--- src/rtl/sbpg_pkg.sv ---
// ----------------------------------------------------------------------------
// sbpg_pkg
// Shared constants and types for the seeded byte permutation generator.
// ----------------------------------------------------------------------------
`default_nettype none
package sbpg_pkg;
  localparam int TableSize  = 256;
  localparam int MapEntries = 28;
  localparam int MapLen     = (MapEntries < 1) ? 1 : ((MapEntries > 64) ? 64 : MapEntries);
  localparam logic [63:0] GOLDEN_STEP = 64'h9e3779b97f4a7c15;
  localparam logic [63:0] MIX_MUL_A   = 64'hbf58476d1ce4e5b9;
  localparam logic [63:0] MIX_MUL_B   = 64'h94d049bb133111eb;

  typedef enum logic [3:0] {
    ST_IDLE, ST_INIT, ST_ADV, ST_MULA, ST_MULB, ST_FIN, ST_MOD,
    ST_RD, ST_WR, ST_ORD, ST_OUT
  } state_t;

  typedef struct packed {
    logic       start;
    logic [1:0] op;
  } mul_ctrl_t;

  localparam logic [1:0] OP_A = 2'd0;
  localparam logic [1:0] OP_B = 2'd1;
endpackage
`default_nettype wire

--- src/rtl/sbpg_mul.sv ---
// ----------------------------------------------------------------------------
// sbpg_mul
// Shared 64x64 low-half multiplier: one 16x64 partial product per cycle.
// ----------------------------------------------------------------------------
`default_nettype none
module sbpg_mul (
  input  wire logic              clk,
  input  wire logic              rst,
  input  wire sbpg_pkg::mul_ctrl_t ctrl,
  input  wire logic [63:0]       a,
  output logic [63:0]            p,
  output logic                   done
);
  import sbpg_pkg::*;
  logic [63:0] acc;
  logic [63:0] mcand;
  logic [63:0] mplier;
  logic [2:0]  cnt;
  logic        run;
  logic [79:0] part;

  assign part = mplier * {48'd0, mcand[15:0]};
  assign p    = acc;

  always_ff @(posedge clk) begin
    if (rst) begin
      run  <= 1'b0;
      done <= 1'b0;
      cnt  <= '0;
    end else begin
      done <= 1'b0;
      if (ctrl.start) begin
        run    <= 1'b1;
        cnt    <= '0;
        acc    <= '0;
        mcand  <= a;
        mplier <= (ctrl.op == OP_A) ? MIX_MUL_A : MIX_MUL_B;
      end else if (run) begin
        acc    <= acc + part[63:0];
        mcand  <= {16'd0, mcand[63:16]};
        mplier <= {mplier[47:0], 16'd0};
        cnt    <= cnt + 3'd1;
        if (cnt == 3'd3) begin
          run  <= 1'b0;
          done <= 1'b1;
        end
      end
    end
  end
endmodule
`default_nettype wire

--- config.mk ---
export PLATFORM = sky130hd
export DESIGN_NAME = sbpg_mul
export DESIGN_NICKNAME = d
export VERILOG_FILES = /design/src/rtl/sbpg_pkg.sv /design/src/rtl/sbpg_mul.sv
export SDC_FILE = /design/constraint.sdc
export NUM_CORES = 2
export LEC_CHECK = 0
export BUFFER_PORTS_ARGS = -buffer_cell sky130_fd_sc_hd__buf_4
export CAP_MARGIN = 20
export CORE_MARGIN = 5
export CORE_UTILIZATION = 60
export DETAILED_ROUTE_END_ITERATION = 8
export HOLD_SLACK_MARGIN = 0.08
export MAX_ROUTING_LAYER = met4
export PLACE_DENSITY = 0.74
export SKIP_LAST_GASP = 1
export SLEW_MARGIN = 10
export SYNTH_ARGS = -nofsm -noshare
export SYNTH_HDL_FRONTEND = slang
export SYNTH_SLANG_ARGS = --single-unit
--- constraint.sdc ---
create_clock -name clk -period 20.7 [get_ports clk]
set_input_delay 3.105 -clock clk [delete_from_list [all_inputs] [get_ports clk]]
set_output_delay 3.105 -clock clk [all_outputs]
set_load 0.1 [all_outputs]
==> qor.yml <==
coreArea_um2: 54900
cp.required_ns: 20.88
cts_resized: 0
fin_nets: 4452
antenna_left: 0
period_share_pct: 36.4
antenna_found_initial: 1
cts-htree-levels: 4
drive_above_1_share_pct: 7.85
n_antenna_cell: 0
die_w_um: 245
setup_violations: 0
maxSlewHeadroom_pct: 25.5
post-cts-setup-buffers: 0
area_growth_pct: 6.67
path_class: "register to register"
crit_fanout: 17
row_count: 86
numClockSinks: 172
drtIter0Drc: 2419
ys_seq_area_share_pct: 15.4
synthCells: 3431
async_flop_share_pct: 0
yosysWarningCount: 0
grt_usage_pct: 33.2
synth.distinct_cells: 68
outcome: "finished clean"
grt_setup_unrepaired: "no"
cts_root_buf: "clkbuf_16"
hold_buffers: 0
slowest_delay_ns: 0.91
yosysMostFrequentCell: "inv_1"
overflow: 0
grt_pass1_vias: 24441
finalHoldViolCount: 0
clkLatencyLatePin_ns: 0.47
setup_tns_ns: 0
hold_class: "register to register"
cts_buffer_depth: 2
cts_tree: "done"
synth_area_um2: 33200
routed_wl_um: 92800
viasPerCell: 5.48
ys_ff_latch: 172
firstDrtPassIters: 6
fin_crit_ns: 7.54
yosysTopAreaCellShare_pct: 45.5
routabilityCongestion: 1.04
slew_violations: 0
fillers: 4480
grt_max_degree: 122
vias: 22989
grt_pass1_wl_um: 146000
die_area_um2: 60100
yosys.area.top_type: "fa_1"
syn_nets: 4407
io_pins: 134
numPortBuffers: 133
initial_core_util_pct: 60.4
cap_violations: 0
synth_top_flop_cell: "edfxtp_1"
slowest_stage: "edfxtp_1"
path_common_cell: "fa_1"
dpl.hpwl_um: 77800
cts_made_buffers: 17
finClkSkew_ns: 0.0215
ys_top_cells_by_count: "1049 x inv_1, 754 x fa_1, 432 x nand2_1"
fmax_ghz: 0.133
synth_edf_count: 167
worst_pin_slew_ns: 1.12
cp-start-kind: "register"
arrival_ns: 7.72
avgSynthCellArea_um2: 9.67
path_cells: "nand2_1 > fa_1 > inv_1 > fa_1 > inv_1 > fa_1 > inv_1 > fa_1 > fa_1 > inv_1 > fa_1 > inv_1 > ha_1 > a21oi_1 > o21ai_0 > a311oi_1 > o21ai_0 > a221oi_2 > o31ai_4 > mux2i_1 > o21a_1 > nor3_1"
drc_errors: 0
final_util_pct: 64.5
clk_pin_slew_ns: 0.09
end_kind: "register"
synthTopCellsByArea: "fa_1 46%, edfxtp_1 15%, inv_1 12%, ha_1 5.8%, nand2_1 4.9%"
die_h_um: 245
wl_per_cell_um: 22.1
## stage by stage
step	worst slack (ns)	cells	hold slack (ns)	area [um2]
finish	13.16	4193	0.499	35400
global route	12.87	4193	0.524	35400
CTS	13.28	4193	0.496	35400
detailed placement	13.34	4161	0.475	34700
global placement	13.34	4161	0.475	34700
floorplan	9.17	3431	0.456	33200
## cell usage in the layout (no fill, tap or decap), drive strengths merged, types with 9 or more instances in the layout
| cell type | count |
|---|---|
| inv | 1060 |
| fa | 754 |
| nand2 | 432 |
| edfxtp | 167 |
| and2 | 160 |
| ha | 153 |
| buf | 153 |
| nor2 | 101 |
| a21oi | 75 |
| xnor2 | 61 |
| mux2 | 49 |
| o21ai | 41 |
| xor2 | 33 |
| a21o | 30 |
| nor2b | 23 |
| o21bai | 18 |
| or2 | 17 |
| clkbuf | 17 |
| nor3 | 16 |
| nand4 | 13 |
| a31oi | 11 |
| and3 | 10 |
| o21a | 10 |
| a211oi | 10 |
| nand2b | 9 |
## sequential cells by signal (all words and copies together) (netlist names)
| register | flops |
|---|---|
| mplier | 39 |
| done | 1 |
| run | 1 |
| mcand | 64 |
| cnt | 3 |
| p | 64 |
## worst max-delay path: cells and delay by family, from the launching register on
kind            cells  cell delay (ns)
fa+ha+maj           7             3.62
mux                 1             0.23
compound gates      7             1.83
flops               1             0.91
simple gates        2             0.37
buf+inv             5             0.29
## worst paths after layout
kind	endpoint	startpoint	slack, ns	cells past startpoint
max reg2reg	p[60]	mplier[34]	13.16	22
min	cnt[2]	cnt[2]	0.50	2
min reg2reg	cnt[2]	cnt[2]	0.50	2
max	p[60]	mplier[34]	13.16	22
## cell families after synthesis
kind of cell	after synthesis	share of synthesized area, %
buffers and inverters	1176	13.3
AND/OR/NAND/NOR	800	11.0
multiplexers	51	1.74
adder cells (fa/ha/maj)	907	51.3
XOR/XNOR	94	2.48
AO/OA/AOI/OAI	231	4.71
flip-flops	172	15.4
## per-layer routing
metal  global-route usage [%]  vias to the layer above  part of all wire [%]
met5                        -                        -                     0
met4                     8.42                        0                   2.9
met3                     11.5                      156                    14
met2                     44.9                     1371                    42
met1                     48.5                    11432                    42
li1                         -                    10030                     -
## cell type report
cell class / count / area, um2 / share of cell area (%)
multi-input cells: 2083 / 23600 / 66.8
flip-flops and latches: 172 / 5110 / 14.5
inverters: 1049 / 3940 / 11.1
repair buffers: 153 / 1150 / 3.26
well taps: 704 / 881 / 2.49
clock buffers: 17 / 425 / 1.20
clock inverters: 15 / 230 / 0.651
Power is not shown: default switching activity piles up to over one toggle a cycle in this logic, so the estimate is an artifact.
