## config.mk

```make
export PLATFORM = sky130hd
export DESIGN_NAME = sbpg_mod
export DESIGN_NICKNAME = d
export VERILOG_FILES = /design/src/rtl/sbpg_mod.sv
export SDC_FILE = /design/constraint.sdc
export NUM_CORES = 1
export LEC_CHECK = 0
export BUFFER_PORTS_ARGS = -buffer_cell sky130_fd_sc_hd__buf_2
export CORE_MARGIN = 1
export CORE_UTILIZATION = 49
export DETAILED_ROUTE_END_ITERATION = 16
export PLACE_DENSITY = 0.76
export SLEW_MARGIN = 40
export SYNTH_ARGS = -nofsm -noshare
export SYNTH_HDL_FRONTEND = slang
export SYNTH_SLANG_ARGS = --single-unit
```

## constraint.sdc

```tcl
create_clock -name clk -period 5.7 [get_ports clk]
set_clock_uncertainty 0.15 [all_clocks]
set_input_delay 1.14 -clock clk [delete_from_list [all_inputs] [get_ports clk]]
set_output_delay 1.14 -clock clk [all_outputs]
set_load 0.05 [all_outputs]
```

## src/rtl/sbpg_mod.sv

```systemverilog
// ----------------------------------------------------------------------------
// sbpg_mod
// Restoring remainder of a 64-bit value by a 9-bit divisor, one bit a cycle.
// ----------------------------------------------------------------------------
`default_nettype none
module sbpg_mod (
  input  wire logic        clk,
  input  wire logic        rst,
  input  wire logic        start,
  input  wire logic [63:0] num,
  input  wire logic [8:0]  den,
  output logic [8:0]       rem,
  output logic             done
);
  logic [63:0] sh;
  logic [9:0]  trial;
  logic [6:0]  cnt;
  logic        run;

  assign trial = {rem, sh[63]};

  always_ff @(posedge clk) begin
    if (rst) begin
      run  <= 1'b0;
      done <= 1'b0;
      cnt  <= '0;
    end else begin
      done <= 1'b0;
      if (start) begin
        run <= 1'b1;
        cnt <= '0;
        sh  <= num;
        rem <= '0;
      end else if (run) begin
        sh <= {sh[62:0], 1'b0};
        if (trial >= {1'b0, den}) rem <= 9'(trial - {1'b0, den});
        else                      rem <= trial[8:0];
        cnt <= cnt + 7'd1;
        if (cnt == 7'd63) begin
          run  <= 1'b0;
          done <= 1'b1;
        end
      end
    end
  end
endmodule
`default_nettype wire

```

==> metrics.txt, run 1 <==
Avg WL per Cell 15.0 um; EDFF count, synth 73; total negative slack 0 ns; critical path class in -> reg; max-slew violations 0; FP Rows 32; Ys Warns 0; setup violators final 0; Clk pwr share 0.305; routed vias/inst 5.38; DR DRC count 0; Die Y 92.1 um; Post-Syn Area per Cell 14.2 um^2; mapped cell area 0.00398 mm^2; Max Cap Viol 0; Tmin final 2.81 ns; synth top area cells edfxtp_1 55%, mux2_2 18%, dfxtp_1 4.5%; fin crit share 0.493; Synth top area share 0.551; FF-to-FF path depth 6; Synth area leader edfxtp_1; clk sinks 82; Critical Path Sink rem[5]$_SDFFCE_PP0P_; Iter 0 DRT Violations 162; Synth Flop Type edfxtp_1; die width 92.1 um; Final GP Congestion 0.844; Clock Tree Root clkbuf_8; Antenna Nets Post-Route 0; first-pass GRT wire length 11.7 mm; # diodes 0; Final Hold Slack 0.351 ns; outcome finished clean; Int Power 1.01 mW; CTS Hold Bufs 0; largest net degree at the start of global routing 49; CP endpoint kind flop; H-tree Lvls 3; fmax 0.356 GHz; Reg power frac 0.532; CP Launch Type input pin; total gr overflow 0; Ports 86; P per Cell Area 286 mW/mm^2; worst r2r dst rem[5]$_SDFFCE_PP0P_; Worst-path clk slew 0.08 ns; leak pwr 1.83 nW; Synth Register Bits 82; min-delay worst type reg -> reg; vias in the first global route 2475; Combinational Power Share 0.164; worst reg2reg startpoint rem[6]$_SDFFCE_PP0P_; nets@finish 457; cts repair resizes 0; initial antenna violation count 0; Initial Utilization 0.509; fill count 638; Sw Share 0.257; CTS tree yes; Cell variety after synth 43; Util after Layout 0.606; VDD IR-drop max 165 uV; Register Area 0.00237 mm^2; Mapped Cells 281; Vias 2568; Multi-input gate area 0.00152 mm^2; crit path from den[7]; Post-CTS Repair Setup Buffers 0; CP Data Arrival Time 2.73 ns; Synth Net Count 368; final wirelength 7.14 mm; area of the die 0.00848 mm^2; CP max FO 9; core area 0.00781 mm^2; register-to-register setup slack 3.33 ns; WP data required 5.62 ns; RSZ-0062 raised after global routing no; Slew HR 0.595; Seq/Total Area, Yosys 0.596; DR pass1 iterations 4; worst-margin pin slew 0.607 ns; area grow syn2layout 18.9%; final hold vios 0; TritonCTS Buffers 9; Final HPWL DP 4.88 mm; CTS max path bufs 2; Net Switching 0.349 mW; Synth async-reset ratio 0; GRT Util Overall 0.180; clk_lat worst skew 0.34 ns; Buffers on Ports 85; Inst Count DP 460; final non-filler cell total 477; share of layout cells above drive strength 1 0.472
==> per-stage QoR <==
step	setup WS, ns	power (mW)	area [um^2]
after floorplan	0.206	0.893	3980
after global placement	2.45	0.948	4500
after detailed placement	2.37	0.954	4520
after CTS	2.76	1.37	4720
after global routing	2.80	1.42	4730
final	2.89	1.35	4730
==> layout make-up <==
cell class              instances  area share
flip-flops and latches         82       0.501
clock buffers                   9      0.0262
well taps                     102      0.0270
clock inverters                 7      0.0143
inverters                      13      0.0103
repair buffers                 89       0.101
multi-input cells             175       0.320
==> worst min path at each step <==
stage | start | end | slack, ns | cells after the start
finish | cnt[5]$_SDFFE_PP0P_ | cnt[5]$_SDFFE_PP0P_ | 0.35 | 2
global placement | cnt[5]$_SDFFE_PP0P_ | cnt[5]$_SDFFE_PP0P_ | 0.32 | 2
detailed placement | cnt[5]$_SDFFE_PP0P_ | cnt[5]$_SDFFE_PP0P_ | 0.34 | 2
global route | cnt[6]$_SDFFE_PP0P_ | cnt[6]$_SDFFE_PP0P_ | 0.39 | 2
CTS | cnt[5]$_SDFFE_PP0P_ | cnt[5]$_SDFFE_PP0P_ | 0.35 | 2
floorplan | cnt[5]$_SDFFE_PP0P_ | cnt[5]$_SDFFE_PP0P_ | 0.31 | 2
==> cell usage after synthesis, types with 3 or more instances <==
cell and number:
edfxtp_1 73, mux2_2 63, a21oi_1 13, inv_1 13, nor2_1 12, ha_1 10
o21ai_0 10, dfxtp_1 9, nand3_1 7, nand4_1 7, buf_2 6, nand2_1 5
xor2_1 5, a21o_1 4, nor3_1 4, clkbuf_1 3, xnor2_1 3
==> layout by cell type, fill, tap and decap left out, types with 2 or more instances in the layout <==
cell type / n
buf_2: 85
edfxtp_1: 73
mux2_2: 63
inv_1: 13
nor2_1: 12
a21oi_1: 12
o21ai_0: 10
ha_1: 10
clkbuf_8: 9
dfxtp_1: 9
nand3_1: 7
nand4_1: 7
nand2_1: 5
xor2_1: 5
a21o_1: 4
nor3_1: 4
xnor2_1: 3
or2_2: 2
mux2i_1: 2
and3_1: 2
o22ai_1: 2
nor2b_1: 2
nor4_1: 2
nor3b_1: 2
or3_1: 2
clkinv_1: 2
buf_4: 2
==> logic make-up after synthesis <==
group,Yosys count,synth area share
multiplexers,65,0.183
AND/OR/NAND/NOR,52,0.0739
flip-flops,82,0.596
XOR/XNOR,8,0.0176
buffers and inverters,24,0.0255
adder cells (fa/ha/maj),11,0.0365
AO/OA/AOI/OAI,39,0.0667
==> worst max-delay path, cell delays in order <==
cell	delay, ns
buf_2	0.07
inv_1	0.03
ha_1	0.36
a21o_1	0.27
a211o_4	0.40
and3_1	0.19
mux2i_1	0.13
nand4b_1	0.12
==> power groups by stage <==
stage	logic (mW)	registers (mW)	clock network, mW
6_report	0.221	0.720	0.413
5_1_grt	0.244	0.725	0.449
4_1_cts	0.222	0.721	0.431
3_3_place_gp	0.215	0.733	0
2_1_floorplan	0.140	0.753	0
3_5_place_dp	0.221	0.734	0
==> routing by layer <==
metal  up-vias  wire, um  GRT usage
li1       1245         -          -
met3         7       295     0.0431
met5         -         0          0
met2        63      3510      0.287
met4         0        81     0.0586
met1      1253      3250      0.241
==> sequential cells by signal, indices dropped and copies added, names as in the netlist <==
signal and flops:
done 1, run 1, rem 9, sh 64, cnt 7
No activity file was read; power rests on OpenSTA's default activity.
==> run 2, diff against run 1 <==
--- a/config.mk
+++ b/config.mk
@@ -7,9 +7,9 @@
 export LEC_CHECK = 0
 export BUFFER_PORTS_ARGS = -buffer_cell sky130_fd_sc_hd__buf_2
 export CORE_MARGIN = 1
-export CORE_UTILIZATION = 49
+export CORE_UTILIZATION = 54
 export DETAILED_ROUTE_END_ITERATION = 16
-export PLACE_DENSITY = 0.76
+export PLACE_DENSITY = 0.79
 export SLEW_MARGIN = 40
 export SYNTH_ARGS = -nofsm -noshare
 export SYNTH_HDL_FRONTEND = slang
==> constraint.sdc (replaced) <==
create_clock -name clk -period 2.69 [get_ports clk]
set_clock_uncertainty 0.15 [all_clocks]
set_input_delay 0.538 -clock clk [delete_from_list [all_inputs] [get_ports clk]]
set_output_delay 0.538 -clock clk [all_outputs]
set_load 0.05 [all_outputs]
==> metrics.txt, run 2 (synthesis results as in run 1) <==
outcome finished clean; largest net degree at the start of global routing 76; CTS max path bufs 2; largest reg by FF count sh; Largest stage delay, worst path 0.39 ns; Clock Tree Root clkbuf_8; fin crit share 0.869; cell area after layout 0.00473 mm^2; CP max FO 8; most frequent cells in the layout 85 x buf_2, 73 x edfxtp_1, 63 x mux2_2; CTS Hold Bufs 0; total gr overflow 0; WP data required 2.65 ns; Vias 2528; max-slew violations 0; commonest non-fill, non-tap cell in the layout buf_2; DR pass1 iterations 4; Critical-path top delay cell fa_1; dpl ws 0.194 ns; setup violators final 0; worst setup margin 0.353 ns; core area 0.00694 mm^2; nets@finish 457; TritonCTS Buffers 9; CTS tree yes; Die Y 87.8 um; fmax 0.428 GHz; initial antenna violation count 0; number of flip-flops in the largest register 64; vias in the first global route 2430; Buffers on Ports 85; most frequent CP cell inv_1; leak pwr 1.83 nW; VDD IR-drop max 371 uV; cts repair resizes 0; Final GP Congestion 0.870; critical path class reg -> reg; RSZ-0062 raised after global routing no; Util after Layout 0.681; worst-margin pin slew 0.605 ns; final wirelength 7.04 mm; Tot Pwr 2.90 mW; area grow syn2layout 18.8%; clk_lat worst skew 0.35 ns; Worst-path clk slew 0.09 ns; die width 87.8 um; Final Hold Slack 0.320 ns; total negative slack 0 ns; area of the die 0.00771 mm^2; GRT Util Overall 0.197; first-pass GRT wire length 11.4 mm; biggest regs sh x64, rem x9, cnt x7; P per Cell Area 613 mW/mm^2; Antenna Nets Post-Route 0; min-delay worst type in -> reg; CP Launch Type flop; worst path cell trace inv_1 -> ha_1 -> inv_1 -> fa_1 -> a21o_1 -> nand2_2 -> a31o_2 -> nor4_1 -> nand4b_1; H-tree Lvls 3; clk sinks 82; final hold vios 0; Initial Utilization 0.573; Final HPWL DP 4.77 mm; Avg WL per Cell 15.0 um; FP Rows 30; Area after DPL 0.00452 mm^2; CP endpoint kind flop; Ports 86; DR DRC count 0; # diodes 0; Iter 0 DRT Violations 126; final non-filler cell total 471; Max Cap Viol 0; routed vias/inst 5.37; CP Data Arrival Time 2.29 ns; Inst Count DP 455; Tmin final 2.34 ns; Post-CTS Repair Setup Buffers 0; Slew HR 0.597; share of layout cells above drive strength 1 0.477
==> run 2: changes by cell type in the layout (fill, tap and decap cells not counted) <==
| cell | delta |
|---|---|
| inv_8 | +1 |
| clkinv_1 | -2 |
| clkinv_4 | +1 |
| clkinvlp_4 | +1 |
| inv_6 | -1 |
| buf_4 | +1 |
| buf_8 | -1 |
==> run 2: where the power goes <==
group          switching, mW  internal, mW  total, mW
Sequential            0.0328          1.49       1.53
Clock                  0.468         0.437      0.905
Combinational          0.256         0.212      0.468
==> run 2: per-layer routing <==
layer | track usage | part of all wire | vias to the layer above
met5 | 0 | 0 | -
met4 | 0.0849 | 0.014 | 0
met1 | 0.264 | 0.45 | 1192
met2 | 0.305 | 0.47 | 82
li1 | - | - | 1244
met3 | 0.0509 | 0.058 | 10
==> run 2: layout make-up <==
class                      count  area, um^2
sequential                    82        2370
clock buffer                   9         124
tap                           96         120
inverter                      13        48.8
timing repair buffer          89         468
fill                         514        2220
clock inverter                 7        78.8
multi-input combinational    175        1520
==> run 2: worst max-delay path, delay by kind of cell, from the launching register on <==
family | cells | cell delay (ns)
AO/OA/AOI/OAI | 2 | 0.45
buffers and inverters | 2 | 0.17
AND/OR/NAND/NOR | 3 | 0.38
flip-flops | 1 | 0.37
adder cells (fa/ha/maj) | 2 | 0.57
==> run 2: worst paths after layout <==
| path | slack [ns] | start | depth (start not counted) | to |
|---|---|---|---|---|
| setup reg to reg | 0.35 | sh[63]$_DFFE_PP_ | 9 | rem[5]$_SDFFCE_PP0P_ |
| hold / removal | 0.32 | num[0] | 2 | sh[0]$_SDFFCE_PN0P_ |
| setup / recovery | 0.35 | sh[63]$_DFFE_PP_ | 9 | rem[5]$_SDFFCE_PP0P_ |
| hold reg to reg | 0.37 | cnt[5]$_SDFFE_PP0P_ | 2 | cnt[5]$_SDFFE_PP0P_ |
